`config.mk`:
```
export PLATFORM = sky130hd
export DESIGN_NAME = priority_quota_batch_scheduler
export DESIGN_NICKNAME = d
export VERILOG_FILES = /design/src/design/pqbs_pkg.sv /design/src/design/priority_quota_batch_scheduler.sv
export SDC_FILE = /design/constraint.sdc
export NUM_CORES = 1
export LEC_CHECK = 0
export BUFFER_PORTS_ARGS = -buffer_cell sky130_fd_sc_hd__buf_2
export CORE_MARGIN = 4
export CORE_UTILIZATION = 65
export DETAILED_ROUTE_END_ITERATION = 10
export GPL_ROUTABILITY_DRIVEN = 1
export PLACE_DENSITY = 0.87
export SLEW_MARGIN = 20
export SYNTH_ARGS = -nofsm -noshare
export SYNTH_HDL_FRONTEND = slang
export SYNTH_SLANG_ARGS = --single-unit
```
`constraint.sdc`:
```
create_clock -name clock -period 15.7 [get_ports clock]
set_clock_uncertainty 0.1 [all_clocks]
set_input_delay 3.14 -clock clock [delete_from_list [all_inputs] [get_ports clock]]
set_output_delay 3.14 -clock clock [all_outputs]
set_load 0.01 [all_outputs]
```
`src/design/pqbs_pkg.sv`:
```
// ----------------------------------------------------------------------------
// pqbs_pkg
// Shared types and constants of the priority quota batch scheduler.
// ----------------------------------------------------------------------------
`default_nettype none

package pqbs_pkg;

   // Number of priority queues; queue 0 is the highest priority.
   localparam int NUM_QUEUES  = 3;
   // Largest pending count that a queue may reach.
   localparam longint unsigned MAX_PENDING = 65535;

   localparam int CNT_W    = 16;   // pending count and grant count width
   localparam int TOK_W    = 18;   // token count width
   localparam int CAP_W    = 18;   // capacity limit width
   localparam int QSEL_W   = 2;    // queue field width on the ports
   localparam int NUM_QUOTA = 3;   // queues that own a quota register
   localparam int QIDX_W   = (NUM_QUEUES > 1) ? $clog2(NUM_QUEUES) : 1;
   localparam int TOT_W    = CNT_W + QIDX_W;
   localparam int CMP_W    = (TOT_W > TOK_W) ? TOT_W : TOK_W;
   localparam int CMPC_W   = (CMP_W > CAP_W) ? CMP_W : CAP_W;

   // Highest count that an enqueue may raise a queue to.
   localparam logic [CNT_W-1:0] COUNT_CEIL =
      (MAX_PENDING < 65535) ? CNT_W'(MAX_PENDING) : CNT_W'(65535);

   // Register file layout.
   localparam int CSR_ADDR_W = 4;
   localparam int CSR_DATA_W = 32;

   typedef enum logic [1:0] {
      REG_QUOTA_ZERO = 2'd0,
      REG_QUOTA_ONE  = 2'd1,
      REG_QUOTA_TWO  = 2'd2,
      REG_CAPACITY   = 2'd3
   } reg_index_type;

   localparam logic [CNT_W-1:0] QUOTA_RESET    = CNT_W'(1);
   localparam logic [CAP_W-1:0] CAPACITY_RESET = CAP_W'(262143);

   typedef enum logic [1:0] {
      OP_ENQUEUE  = 2'd0,
      OP_GRANT    = 2'd1,
      OP_SHUTDOWN = 2'd2
   } op_type;

   typedef enum logic [1:0] {
      KIND_ENQUEUE  = 2'd0,
      KIND_GRANT    = 2'd1,
      KIND_SHUTDOWN = 2'd2
   } kind_type;

   typedef enum logic [1:0] {
      STATUS_OK       = 2'd0,
      STATUS_REJECTED = 2'd1,
      STATUS_DROPPED  = 2'd2
   } status_type;

   localparam int REQ_DATA_W = 24;
   localparam int RSP_DATA_W = 24;

endpackage : pqbs_pkg

`default_nettype wire

```
`src/design/priority_quota_batch_scheduler.sv`:
```
// ----------------------------------------------------------------------------
// priority_quota_batch_scheduler
// Strict-priority batch scheduler that keeps a pending count per queue and
// splits a batch of tokens over the queues by quota, then by priority.
// ----------------------------------------------------------------------------
//
//  Port group  Direction  Role
//  ----------  ---------  ---------------------------------------------------
//  req_*       in         operations: enqueue, batch grant, shutdown
//  rsp_*       out        enqueue status, one grant per queue, shutdown ack
//  csr_*       in/out     quota and capacity registers
//
//  Enqueue and shutdown results are registered into the output register. A
//  batch grant runs the quota pass and the leftover pass (both skipped
//  after shutdown) before its grants leave, one per cycle while rsp_tready
//  is high: a single min/subtract unit visits each queue once for the quota
//  pass and once for the leftover pass. Reset clears the pending counts, the
//  shutdown flag and the registers to their defaults. A stalled result port
//  holds the block in place; a new transaction is taken once the sequencer
//  is idle and the output register is free or drained in the same cycle.
//
`default_nettype none

module priority_quota_batch_scheduler
   import pqbs_pkg::*;
(
   input  wire                    clock,
   input  wire                    reset,

   input  wire                    req_tvalid,
   output logic                   req_tready,
   // [1:0] queue_index, [19:2] token_count, [23:20] zero
   input  wire  [REQ_DATA_W-1:0]  req_tdata,
   // [1:0] op
   input  wire  [1:0]             req_tuser,

   output logic                   rsp_tvalid,
   input  wire                    rsp_tready,
   // [1:0] status, [2] full_flag, [4:3] grant_queue, [20:5] grant_count,
   // [23:21] zero
   output logic [RSP_DATA_W-1:0]  rsp_tdata,
   // [1:0] kind
   output logic [1:0]             rsp_tuser,
   output logic                   rsp_tlast,

   input  wire                    csr_psel,
   input  wire                    csr_penable,
   input  wire                    csr_pwrite,
   input  wire  [CSR_ADDR_W-1:0]  csr_paddr,
   input  wire  [CSR_DATA_W-1:0]  csr_pwdata,
   output logic [CSR_DATA_W-1:0]  csr_prdata,
   output logic                   csr_pready
);

   typedef enum logic [1:0] {
      ST_IDLE,
      ST_PASS1,
      ST_PASS2,
      ST_EMIT
   } state_type;

   state_type                 state_ff, state_in;
   logic [CNT_W-1:0]          pending_ff [NUM_QUEUES];
   logic [CNT_W-1:0]          pending_in [NUM_QUEUES];
   logic [CNT_W-1:0]          grant_ff   [NUM_QUEUES];
   logic [CNT_W-1:0]          grant_in   [NUM_QUEUES];
   logic [CNT_W-1:0]          quota_ff   [NUM_QUOTA];
   logic [CNT_W-1:0]          quota_in   [NUM_QUOTA];
   logic [CAP_W-1:0]          cap_ff, cap_in;
   logic                      shut_ff, shut_in;
   logic [TOK_W-1:0]          tok_ff, tok_in;
   logic [QIDX_W-1:0]         qidx_ff, qidx_in;
   logic                      gstat_ff, gstat_in;

   logic                      ov_ff, ov_in;
   kind_type                  okind_ff, okind_in;
   status_type                ostat_ff, ostat_in;
   logic                      ofull_ff, ofull_in;
   logic [QSEL_W-1:0]         oqueue_ff, oqueue_in;
   logic [CNT_W-1:0]          ocount_ff, ocount_in;
   logic                      olast_ff, olast_in;

   logic                      out_free;
   logic                      req_fire;
   logic                      csr_wr;
   logic [TOT_W-1:0]          total;
   logic [QIDX_W-1:0]         enq_q;
   logic [QIDX_W-1:0]         rd_idx;
   logic [CNT_W-1:0]          rd_pend;
   logic [CNT_W-1:0]          rd_grant;
   logic [CNT_W-1:0]          rd_quota;
   logic [CNT_W-1:0]          avail;
   logic [CNT_W-1:0]          unit_g;
   logic [TOK_W-1:0]          unit_rem;
   logic                      enq_ok;
   logic [TOT_W-1:0]          total_after;
   logic [TOK_W-1:0]          req_tokens;
   logic [TOK_W-1:0]          tok_clamped;
   logic                      is_last_q;

   assign out_free   = !ov_ff || rsp_tready;
   assign req_tready = (state_ff == ST_IDLE) && out_free;
   assign req_fire   = req_tvalid && req_tready;
   assign csr_wr     = csr_psel && csr_penable && csr_pwrite && csr_pready;
   assign csr_pready = 1'b1;

   assign req_tokens = req_tdata[QSEL_W +: TOK_W];

   // Total pending over all queues.
   always_comb begin
      total = '0;
      for (int i = 0; i < NUM_QUEUES; i++) begin
         total = total + TOT_W'(pending_ff[i]);
      end
   end

   // Enqueues aimed beyond the last queue go to the lowest priority queue.
   always_comb begin
      if (int'(req_tdata[QSEL_W-1:0]) >= NUM_QUEUES) begin
         enq_q = QIDX_W'(NUM_QUEUES - 1);
      end else begin
         enq_q = QIDX_W'(req_tdata[QSEL_W-1:0]);
      end
   end

   assign rd_idx   = (state_ff == ST_IDLE) ? enq_q : qidx_ff;
   assign rd_pend  = pending_ff[rd_idx];
   assign rd_grant = grant_ff[rd_idx];

   // Queues without a quota register have a quota of zero.
   always_comb begin
      rd_quota = '0;
      for (int k = 0; k < NUM_QUOTA; k++) begin
         if (QIDX_W'(k) == qidx_ff && k < NUM_QUEUES) begin
            rd_quota = quota_ff[k];
         end
      end
   end

   // Shared min/subtract unit. The quota pass offers the lesser of pending
   // and quota, the leftover pass what remains pending after that.
   always_comb begin
      if (state_ff == ST_PASS1) begin
         avail = (rd_pend < rd_quota) ? rd_pend : rd_quota;
      end else begin
         avail = rd_pend - rd_grant;
      end
      if (TOK_W'(avail) < tok_ff) begin
         unit_g = avail;
      end else begin
         unit_g = CNT_W'(tok_ff);
      end
      unit_rem = tok_ff - TOK_W'(unit_g);
   end

   assign enq_ok      = !shut_ff && (rd_pend < COUNT_CEIL);
   assign total_after = total + TOT_W'(enq_ok);
   assign tok_clamped = (CMP_W'(req_tokens) > CMP_W'(total)) ? TOK_W'(total) : req_tokens;
   assign is_last_q   = (qidx_ff == QIDX_W'(NUM_QUEUES - 1));

   always_comb begin
      state_in  = state_ff;
      pending_in = pending_ff;
      grant_in  = grant_ff;
      quota_in  = quota_ff;
      cap_in    = cap_ff;
      shut_in   = shut_ff;
      tok_in    = tok_ff;
      qidx_in   = qidx_ff;
      gstat_in  = gstat_ff;

      ov_in     = ov_ff && !rsp_tready;
      okind_in  = okind_ff;
      ostat_in  = ostat_ff;
      ofull_in  = ofull_ff;
      oqueue_in = oqueue_ff;
      ocount_in = ocount_ff;
      olast_in  = olast_ff;

      if (csr_wr) begin
         unique case (reg_index_type'(csr_paddr[3:2]))
            REG_QUOTA_ZERO: quota_in[0] = csr_pwdata[CNT_W-1:0];
            REG_QUOTA_ONE:  quota_in[1] = csr_pwdata[CNT_W-1:0];
            REG_QUOTA_TWO:  quota_in[2] = csr_pwdata[CNT_W-1:0];
            REG_CAPACITY:   cap_in      = csr_pwdata[CAP_W-1:0];
         endcase
      end

      unique case (state_ff)
         ST_IDLE: begin
            if (req_fire) begin
               unique case (req_tuser)
                  OP_ENQUEUE: begin
                     if (enq_ok) begin
                        pending_in[rd_idx] = rd_pend + CNT_W'(1);
                     end
                     ov_in     = 1'b1;
                     okind_in  = KIND_ENQUEUE;
                     ostat_in  = shut_ff ? STATUS_REJECTED
                               : (enq_ok ? STATUS_OK : STATUS_DROPPED);
                     ofull_in  = CMPC_W'(total_after) >= CMPC_W'(cap_ff);
                     oqueue_in = QSEL_W'(enq_q);
                     ocount_in = '0;
                     olast_in  = 1'b1;
                  end
                  OP_GRANT: begin
                     for (int i = 0; i < NUM_QUEUES; i++) begin
                        grant_in[i] = '0;
                     end
                     tok_in   = tok_clamped;
                     gstat_in = shut_ff;
                     qidx_in  = '0;
                     state_in = shut_ff ? ST_EMIT : ST_PASS1;
                  end
                  OP_SHUTDOWN: begin
                     shut_in   = 1'b1;
                     ov_in     = 1'b1;
                     okind_in  = KIND_SHUTDOWN;
                     ostat_in  = STATUS_OK;
                     ofull_in  = CMPC_W'(total) >= CMPC_W'(cap_ff);
                     oqueue_in = '0;
                     ocount_in = '0;
                     olast_in  = 1'b1;
                  end
                  default: begin
                  end
               endcase
            end
         end
         ST_PASS1: begin
            grant_in[qidx_ff] = unit_g;
            tok_in = unit_rem;
            if (is_last_q) begin
               qidx_in  = '0;
               state_in = ST_PASS2;
            end else begin
               qidx_in = qidx_ff + QIDX_W'(1);
            end
         end
         ST_PASS2: begin
            // The leftover pass also retires this queue's whole grant.
            grant_in[qidx_ff]   = rd_grant + unit_g;
            pending_in[qidx_ff] = avail - unit_g;
            tok_in = unit_rem;
            if (is_last_q) begin
               qidx_in  = '0;
               state_in = ST_EMIT;
            end else begin
               qidx_in = qidx_ff + QIDX_W'(1);
            end
         end
         ST_EMIT: begin
            if (out_free) begin
               ov_in     = 1'b1;
               okind_in  = KIND_GRANT;
               ostat_in  = gstat_ff ? STATUS_REJECTED : STATUS_OK;
               ofull_in  = CMPC_W'(total) >= CMPC_W'(cap_ff);
               oqueue_in = QSEL_W'(qidx_ff);
               ocount_in = rd_grant;
               olast_in  = is_last_q;
               if (is_last_q) begin
                  qidx_in  = '0;
                  state_in = ST_IDLE;
               end else begin
                  qidx_in = qidx_ff + QIDX_W'(1);
               end
            end
         end
      endcase
   end

   always_ff @(posedge clock) begin
      if (reset) begin
         state_ff <= ST_IDLE;
         for (int i = 0; i < NUM_QUEUES; i++) begin
            pending_ff[i] <= '0;
         end
         for (int k = 0; k < NUM_QUOTA; k++) begin
            quota_ff[k] <= QUOTA_RESET;
         end
         cap_ff  <= CAPACITY_RESET;
         shut_ff <= 1'b0;
         qidx_ff <= '0;
         ov_ff   <= 1'b0;
      end else begin
         state_ff   <= state_in;
         pending_ff <= pending_in;
         quota_ff   <= quota_in;
         cap_ff     <= cap_in;
         shut_ff    <= shut_in;
         qidx_ff    <= qidx_in;
         ov_ff      <= ov_in;
      end
      grant_ff  <= grant_in;
      tok_ff    <= tok_in;
      gstat_ff  <= gstat_in;
      okind_ff  <= okind_in;
      ostat_ff  <= ostat_in;
      ofull_ff  <= ofull_in;
      oqueue_ff <= oqueue_in;
      ocount_ff <= ocount_in;
      olast_ff  <= olast_in;
   end

   assign rsp_tvalid = ov_ff;
   assign rsp_tuser  = okind_ff;
   assign rsp_tlast  = olast_ff;
   assign rsp_tdata  = {(RSP_DATA_W - 21)'(0), ocount_ff, oqueue_ff, ofull_ff, ostat_ff};

   always_comb begin
      unique case (reg_index_type'(csr_paddr[3:2]))
         REG_QUOTA_ZERO: csr_prdata = CSR_DATA_W'(quota_ff[0]);
         REG_QUOTA_ONE:  csr_prdata = CSR_DATA_W'(quota_ff[1]);
         REG_QUOTA_TWO:  csr_prdata = CSR_DATA_W'(quota_ff[2]);
         REG_CAPACITY:   csr_prdata = CSR_DATA_W'(cap_ff);
      endcase
   end

endmodule : priority_quota_batch_scheduler

`default_nettype wire

```
; Word level (Yosys, flattened, before mapping)
; Index checks and enable logic that the tools add are counted.
[totals]
reg_bits = 211
input_bits = 69
out_inout_bits = 62
wordCells = 178
[classes]
addsub = 9
order_cmp = 11
eq_ne = 21
n_mux = 78
bitwise_logic = 2
n_reduce_logical = 35
[ops]
columns = cell, n
row1 = $mux W16, 15
row2 = $mux W48, 5
row3 = $bwmux W48, 4
row4 = $pmux W48 S3, 1
row5 = $pmux W32 S4, 1
row6 = $pmux W48 S2, 1
row7 = $bmux W16 S2, 2
row8 = $demux W16 S2, 2
row9 = $mux W18, 3
row10 = $mux W2, 21
row11 = $ge A18 B18 Y1, 2
row12 = $pmux W18 S2, 1
row13 = $pmux W16 S2, 1
row14 = $sub A16 B16 Y16, 2
row15 = $pmux W2 S2, 6
row16 = $add A17 B16 Y18, 1
row17 = $add A18 B1 Y18, 1
row18 = $gt A18 B18 Y1, 1
row19 = $lt A16 B18 Y1, 1
row20 = $sub A18 B16 Y18, 1
row21 = $add A16 B16 Y17, 1
row22 = $add A16 B1 Y16 const B, 1
row23 = $add A16 B16 Y16, 1
row24 = $lt A16 B16 Y1, 1
row25 = 28 further kinds, 80

; Logic depth before layout (Yosys ltp)
; Gate-level depths: netlist of run 1.
[logic_depth]
ltp_word = 15
depth_mapped = 47

; Least setup slack after synthesis of run 1
; OpenSTA, ideal clock, no wires.
[synth_timing]
path_type = input to register
start = input port req_tdata[1]
end = register tok_ff[14] (data pin)
arrival_time_ps = 11460
required_ps = 15324
setup_slack_ps = 3864
stages = 40
path_buffers = 5
cell_sequence = nand3b_2 nand2_4 buf_1 clkbuf_1 mux2i_1 nor2_1 a21oi_1 ha_1 nand2_1 o21ai_0 and4b_1 nor3_1 a21o_1 o21ba_2 nor2_1 xor2_1 o21ai_0 ha_1 [4 not listed] o2bb2ai_1 a21o_1 clkbuf_1 clkbuf_1 clkbuf_1 o21ai_0 ha_1 inv_1 ha_1 a211oi_1 o31ai_1 a31o_2 a311o_1 nor2_2 o21bai_2 a31o_1 a2111oi_2 a211oi_1
[synth_between]
elab_chain_cells = 14
elab_cells_between_ends = 18
classes_between = add/sub: 2 / order compare: 3 / mux: 12 / bitwise: 1
[synth_lines]
columns = element, line_no
row1 = start: declaration, priority_quota_batch_scheduler.sv:33  ; input wire [REQ_DATA_W-1:0] req_tdata,
row2 = $ge A2 B2 Y1, priority_quota_batch_scheduler.sv:119  ; if (int'(req_tdata[QSEL_W-1:0]) >= NUM_QUEUES) begin
row3 = $mux W2 *, priority_quota_batch_scheduler.sv:119
row4 = $mux W2 *, priority_quota_batch_scheduler.sv:126  ; assign rd_idx = (state_ff == ST_IDLE) ? enq_q : qidx_ff;
row5 = $not A2 Y3 (implied by the code) *, "priority_quota_batch_scheduler.sv:127, priority_quota_batch_scheduler.sv:128"
row6 = $bmux W16 S2, priority_quota_batch_scheduler.sv:127  ; assign rd_pend = pending_ff[rd_idx];
row7 = $mux W16 (implied by the code) (2 in series), priority_quota_batch_scheduler.sv:127
row8 = $lt A16 B16 Y1, priority_quota_batch_scheduler.sv:144  ; avail = (rd_pend < rd_quota) ? rd_pend : rd_quota;
row9 = $mux W16, priority_quota_batch_scheduler.sv:144
row10 = $mux W16 *, priority_quota_batch_scheduler.sv:143  ; if (state_ff == ST_PASS1) begin
row11 = $lt A16 B18 Y1, priority_quota_batch_scheduler.sv:148  ; if (TOK_W'(avail) < tok_ff) begin
row12 = $mux W16 *, priority_quota_batch_scheduler.sv:148
row13 = $sub A18 B16 Y18 *, priority_quota_batch_scheduler.sv:153  ; unit_rem = tok_ff - TOK_W'(unit_g);
row14 = $pmux W18 S2 *, priority_quota_batch_scheduler.sv:189  ; unique case (state_ff)
row15 = named net tok_in[14], priority_quota_batch_scheduler.sv:71  ; logic [TOK_W-1:0] tok_ff, tok_in;
row16 = end signal: assignment, priority_quota_batch_scheduler.sv:295  ; tok_ff <= tok_in;
row17 = end: declaration, priority_quota_batch_scheduler.sv:71
; Mark *: on every way through the listed nets, which the timed path passes. The rest lies on a longest branch. The select of a mux whose other input is x is not followed.
; A chain may end at the register's enable or synchronous reset.

; Worst setup path in the final report of run 1
; Ends and elaborated chain as after synthesis.

==> results of run 1 <==
synth_stat cells, types with 6 or more instances:
cell type,number,area [um2]
a31oi_1,28,175
buf_4,20,150
o31ai_1,12,90.1
inv_1,135,507
o211ai_1,27,203
mux4_2,16,360
a222oi_1,6,60.1
and3_1,8,50.1
o21a_1,15,113
edfxtp_1,91,2730
a221oi_1,20,175
o21ai_0,198,991
or3_1,11,68.8
nor2_1,226,848
buf_2,11,55.1
nor2b_1,14,87.6
xor2_1,20,175
dfxtp_1,120,2400
ha_1,152,1900
or2_2,7,43.8
mux2i_1,53,531
mux2_2,6,67.6
o21ai_1,7,35.0
o41ai_1,6,52.6
a21o_1,46,345
o31a_1,6,52.6
xnor2_1,72,631
nand2_1,266,998
nor3_1,32,160
a22oi_1,25,188
nand3_1,49,245
fa_1,19,380
a22o_1,6,52.6
and2_1,16,100
o22ai_1,18,113
buf_1,15,56.3
o21bai_1,10,75.1
a211oi_1,24,180
clkbuf_1,95,357
nand4_1,7,43.8
a21oi_1,242,1210
nand2b_1,14,87.6
worst register-to-register path: cells and delay by family (launching register included):
kind | cells | cell delay, ns
buffers and inverters | 4 | 0.59
DFF | 1 | 0.33
AOI/OAI and AO/OA | 19 | 6.46
muxes | 2 | 0.47
adders and majority gates | 5 | 1.86
and+or+nand+nor | 5 | 1.53
path summary, 6_finish.rpt:
path | from | end | cells past startpoint
max | req_tdata[1] | tok_ff[14] | 34
min | quota_ff[46] | quota_ff[46] | 2
max reg2reg | state_ff[1] | tok_ff[14] | 35
min reg2reg | quota_ff[46] | quota_ff[46] | 2
kinds of logic after synthesis:
group	count (synthesis)	synth area share, %
DFF	211	27.5
adders and majority gates	174	12.4
AOI/OAI and AO/OA	789	27.2
and+or+nand+nor	688	16.4
muxes	79	5.48
buffers and inverters	289	6.46
other	2	0.0403
xor gates and xnor gates	93	4.41
per-stage QoR:
step	utilization (%)	hold slack (ns)	worst slack [ns]	area (um2)	cells
finish	71.6	0.371	2.39	20100	2739
global route	71.6	0.390	2.08	20100	2739
CTS	71.6	0.371	2.69	20000	2739
detailed placement	68.7	0.362	2.12	19200	2694
global placement	68.7	0.354	2.32	19200	2694
floorplan	-	0.346	3.86	18700	2341
final cells by class:
type	count	area share, %
Multi-Input combinational cell	1841	62.0
Sequential cell	211	25.6
Timing Repair Buffer	121	3.38
Clock buffer	35	3.36
Inverter	143	2.68
Tap cell	378	2.36
Clock inverter	10	0.649
metal layers:
layer	vias to the layer above	share of wire (%)
li1	8462	-
met1	8789	39
met2	1287	43
met3	229	13
met4	2	5.5
met5	-	0.021
sequential cells by signal, indices dropped and copies added, names as in the netlist, 16 cells and up:
| register | cells |
|---|---|
| cap_ff | 18 |
| grant_ff | 48 |
| ocount_ff | 16 |
| pending_ff | 48 |
| quota_ff | 48 |
| tok_ff | 18 |
layout by cell type (no fill, tap or decap), types with 31 or more instances in the layout:
cell,Yosys,routed
a21o_1,46,46
a21oi_1,242,241
buf_2,11,92
dfxtp_1,120,120
edfxtp_1,91,91
ha_1,152,150
inv_1,135,135
mux2i_1,53,53
nand2_1,266,266
nand3_1,49,49
nor2_1,226,224
nor3_1,32,31
o21ai_0,198,196
xnor2_1,72,72
==> key figures, run 1 <==
Die
  • Area of the core: 0.0280 mm2
  • Rows: 61
  • Initial Util: 66.6%
  • Die Ht: 177 um
  • Die ar.: 0.0315 mm2
  • Die width: 177 um
  • Top-Level Pins: 131

Timing
  • Fmax: 0.0751 GHz
  • Final min period: 13.31 ns
  • Final Max Tran Viols: 0
  • Setup TNS: 0 ns
  • Rel. slew slack: 17.3%
  • RSZ-0062 raised after global routing: false
  • Final Hold Fails: 0
  • Final setup violation count: 0
  • Worst slew pin tran: 1.24 ns
  • Crit share post-route: 84.8%

Worst setup path
  • Critical Path End Type: flip-flop
  • Most common cell on crit path: ha_1
  • Data arrival time of the worst path: 13.46 ns
  • Delay-heaviest family, CP: compound AO/OA/AOI/OAI gates
  • CP Buf/Inv Count: 4
  • CP max FO: 28
  • Reg2Reg Setup Slack: 4.07 ns
  • Setup CP Type: in2reg
  • WP data required: 15.86 ns
  • CP max stage cell: o21ai_0
  • CP startpoint kind: input pin
  • Delay of the slowest cell on the worst path: 0.81 ns

Route
  • Avg WL per Cell: 22.7 um
  • Drt pass-1 iters: 6
  • Vias: 18800
  • Final wirelength: 62100 um
  • Drt initial violations: 2580
  • DRC viols: 0
  • Via/cell ratio: 6.85
  • Post-route ant nets: 0

Place
  • DP Wirelength: 45800 um
  • Routability cong.: 1.02
  • IO Port Bufs: 92

Layout
  • Antenna Cells: 0
  • Area delta synth->final: 7.56%
  • Multi-input gate area: 0.0124 mm2
  • Sequential cell area: 0.00513 mm2
  • Share of layout cells above drive strength 1: 10.6%
  • Fill cell count: 2217
  • Fin nets: 2583

Synthesis
  • Synth Register Bits: 211
  • Main flop type after synthesis: dfxtp_1
  • Post-synth EDFFs: 91
  • Distinct cells, synth: 121
  • Syn Inst Count: 2325
  • Syn Area/Cell: 8.02 um2
  • Synth Cell Area: 0.0186 mm2
  • Syn. warnings: 0
  • Post-synth ARST share: 0%
  • Sequential share of the synthesized area: 27.5%

Global route
  • GR peak layer: met2
  • Congestion Overflow GR: 0
  • GRT Overall Usage: 38.3%
  • Largest net degree at the start of global routing: 85
  • Met2 usage: 57.8%
  • Number of global-route vias before repair: 17200
  • Met3 Track Usage GR: 9.05%
  • First-pass GRT wire length: 95800 um
  • Initial antenna violation count: 1
  • Met1 Use GR: 52.5%

CTS
  • Cts hold-fix bufs: 0
  • Clock network latency to the later pin of the worst-skew pair: 0.55 ns
  • CTS Root Cell: clkbuf_16
  • Post-CTS Repair Setup Buffers: 0
  • Htree depth: 1
  • CTS sink count: 211
  • CTS Buf Count: 25
  • Worst-path clk slew: 0.06 ns
  • CTS tree: yes
  • # resized after CTS: 0
  • Clk buf depth: 3

Run
  • Max cap viols: 0

Min path
  • Hold Path Class: reg2reg

Outcome
  • Outcome: finished clean
Power of run 1 is left out: the tool's default activity adds up to more than one toggle a clock period on the data nets, which glitch-free logic cannot reach.
==> inputs of run 2 (changes only) <==
- CORE_UTILIZATION: 65 -> 57
- PLACE_DENSITY: 0.87 -> 0.81
- clock period: 15.7 -> 10.9 ns (I/O delays scaled with it)
==> run 2 against run 1 <==
Die area rose by 13%; largest cell class unchanged; highest routed layer is now met4; global-route usage fell by 3.0 points; non-clock buffer count rose by 83; core utilization fell by 6.1 points; critical path type unchanged; first-iteration DRC count fell by 7.1%.
==> key figures, run 2 (synthesis results as in run 1) <==
Place
  • Routability cong.: 1.03 (was 1.02)
  • IO Port Bufs: 92 (unchanged)
  • DP Wirelength: 48600 um (was 45800 um)

Layout
  • Fin nets: 2667 (was 2583)
  • Commonest non-fill, non-tap cell in the layout: nand2_1 (unchanged)
  • Share of layout cells above drive strength 1: 14.0% (was 10.6%)
  • Util after Layout: 65.4% (was 71.6%)
  • Top flop regs: grant_ff (48), pending_ff (48), quota_ff (48) (unchanged)
  • Most frequent cells in the layout: nand2_1 (266), a21oi_1 (241), nor2_1 (223) (was nand2_1 (266), a21oi_1 (241), nor2_1 (224))
  • Area delta synth->final: 11.9% (was 7.56%)
  • Fill cell count: 2735 (was 2217)
  • Antenna Cells: 0 (unchanged)

CTS
  • CTS Buf Count: 26 (was 25)
  • Clock network latency to the later pin of the worst-skew pair: 0.57 ns (was 0.55 ns)
  • Post-CTS Repair Setup Buffers: 0 (unchanged)
  • CTS sink count: 211 (unchanged)
  • CTS tree: yes (unchanged)
  • Cts hold-fix bufs: 0 (unchanged)
  • Worst-path clk slew: 0.06 ns (about the same)
  • # resized after CTS: 0 (unchanged)
  • Htree depth: 1 (unchanged)
  • CTS Root Cell: clkbuf_16 (unchanged)
  • Clk buf depth: 3 (unchanged)

Route
  • Via/cell ratio: 6.60 (was 6.85)
  • DRC viols: 0 (unchanged)
  • Drt initial violations: 2396 (was 2580)
  • Drt pass-1 iters: 8 (was 6)
  • Vias: 19000 (was 18800)
  • Avg WL per Cell: 22.6 um (was 22.7 um)
  • Final wirelength: 65200 um (was 62100 um)
  • Post-route ant nets: 0 (unchanged)

Global route
  • Number of global-route vias before repair: 18000 (was 17200)
  • Initial antenna violation count: 0 (was 1)
  • First-pass GRT wire length: 101000 um (was 95800 um)
  • GRT Overall Usage: 35.3% (was 38.3%)
  • Congestion Overflow GR: 0 (unchanged)
  • Largest net degree at the start of global routing: 85 (unchanged)

Worst setup path
  • Delay of the slowest cell on the worst path: 0.50 ns (was 0.81 ns)
  • CP max stage cell: a221oi_2 (was o21ai_0)
  • R2R cell count: 38 (was 35)
  • Reg2Reg Setup Slack: 1.02 ns (was 4.07 ns)
  • CP startpoint kind: input pin (unchanged)
  • Critical Path End Type: flip-flop (unchanged)
  • Capturing point of the worst reg2reg path: grant_ff[15] (was tok_ff[14])
  • WP data required: 11.12 ns (was 15.86 ns)
  • CP Launch Point: req_tdata[1] (unchanged)
  • Worst Setup EP: grant_ff[15] (was tok_ff[14])
  • CP max FO: 19 (was 28)
  • Setup CP Type: in2reg (unchanged)
  • Data arrival time of the worst path: 10.50 ns (was 13.46 ns)
  • FF-to-FF Start: state_ff[0] (was state_ff[1])

Run
  • Max cap viols: 0 (unchanged)

Die
  • Area of the core: 0.0319 mm2 (was 0.0280 mm2)
  • Initial Util: 58.5% (was 66.6%)
  • Die width: 189 um (was 177 um)
  • Die ar.: 0.0357 mm2 (was 0.0315 mm2)
  • Rows: 65 (was 61)
  • Die Ht: 189 um (was 177 um)
  • Top-Level Pins: 131 (unchanged)

Timing
  • Rel. slew slack: 25.4% (was 17.3%)
  • Final Max Tran Viols: 0 (unchanged)
  • RSZ-0062 raised after global routing: false (unchanged)
  • Setup TNS: 0 ns (unchanged)
  • Final Hold Fails: 0 (unchanged)
  • Crit share post-route: 94.3%
  • Final min period: 10.27 ns
  • Final setup violation count: 0 (unchanged)
  • Fmax: 0.0973 GHz
  • Worst slew pin tran: 1.12 ns (was 1.24 ns)
  • Worst hold margin: 0.371 ns (about the same)

Min path
  • Hold Path Class: reg2reg (unchanged)

Outcome
  • Outcome: finished clean (unchanged)
## run 2: area by class of cell
cell class / instances / area (um2) / share of cell area [%]
clock buffers: 28 / 668 / 3.20
clock inverters: 20 / 240 / 1.15
inverters: 143 / 537 / 2.57
multi-input cells: 1841 / 12400 / 59.6
flip-flops and latches: 211 / 5130 / 24.6
well taps: 435 / 544 / 2.61
repair buffers: 204 / 1300 / 6.24
## run 2: through the flow
| step | worst slack [ns] | area [um2] | std cells |
|---|---|---|---|
| floorplan | 0.0243 | 18700 | 2341 |
| detailed placement | 0.279 | 19900 | 2834 |
| global route | 0.152 | 20900 | 2882 |
| finish | 0.626 | 20900 | 2882 |
| global placement | 0.390 | 19900 | 2834 |
| CTS | 0.848 | 20900 | 2882 |
## run 2: metal layers
layer  vias up  part of all wire [%]  wire [um]  GRT usage (%)
met2      1229                    44      28800           55.1
met5         -                     0          0              0
met3       199                    12       7670           6.95
li1       8619                     -          -              -
met4         0                   4.6       3010           14.7
met1      8975                    40      25800           48.1
## run 2: worst min path at each step
| stage | cells after the start | end | slack, ns | start |
|---|---|---|---|---|
| final | 2 | quota_ff[17] | 0.37 | quota_ff[17] |
| after global routing | 2 | quota_ff[15] | 0.39 | quota_ff[15] |
| after CTS | 2 | quota_ff[19] | 0.37 | quota_ff[19] |
| after detailed placement | 2 | quota_ff[21] | 0.36 | quota_ff[21] |
| after global placement | 2 | quota_ff[15] | 0.35 | quota_ff[15] |
| after floorplan | 2 | quota_ff[33] | 0.35 | quota_ff[33] |
## run 2: worst max-delay path: cells and delay by family
family,cells,cell delay (ns)
adder cells (fa/ha/maj),3,0.95
XOR/XNOR,1,0.19
multiplexers,1,0.23
AND/OR/NAND/NOR,12,1.80
buffers and inverters,2,0.31
AO/OA/AOI/OAI,18,4.82
Power of run 2 is left out for the same reason.
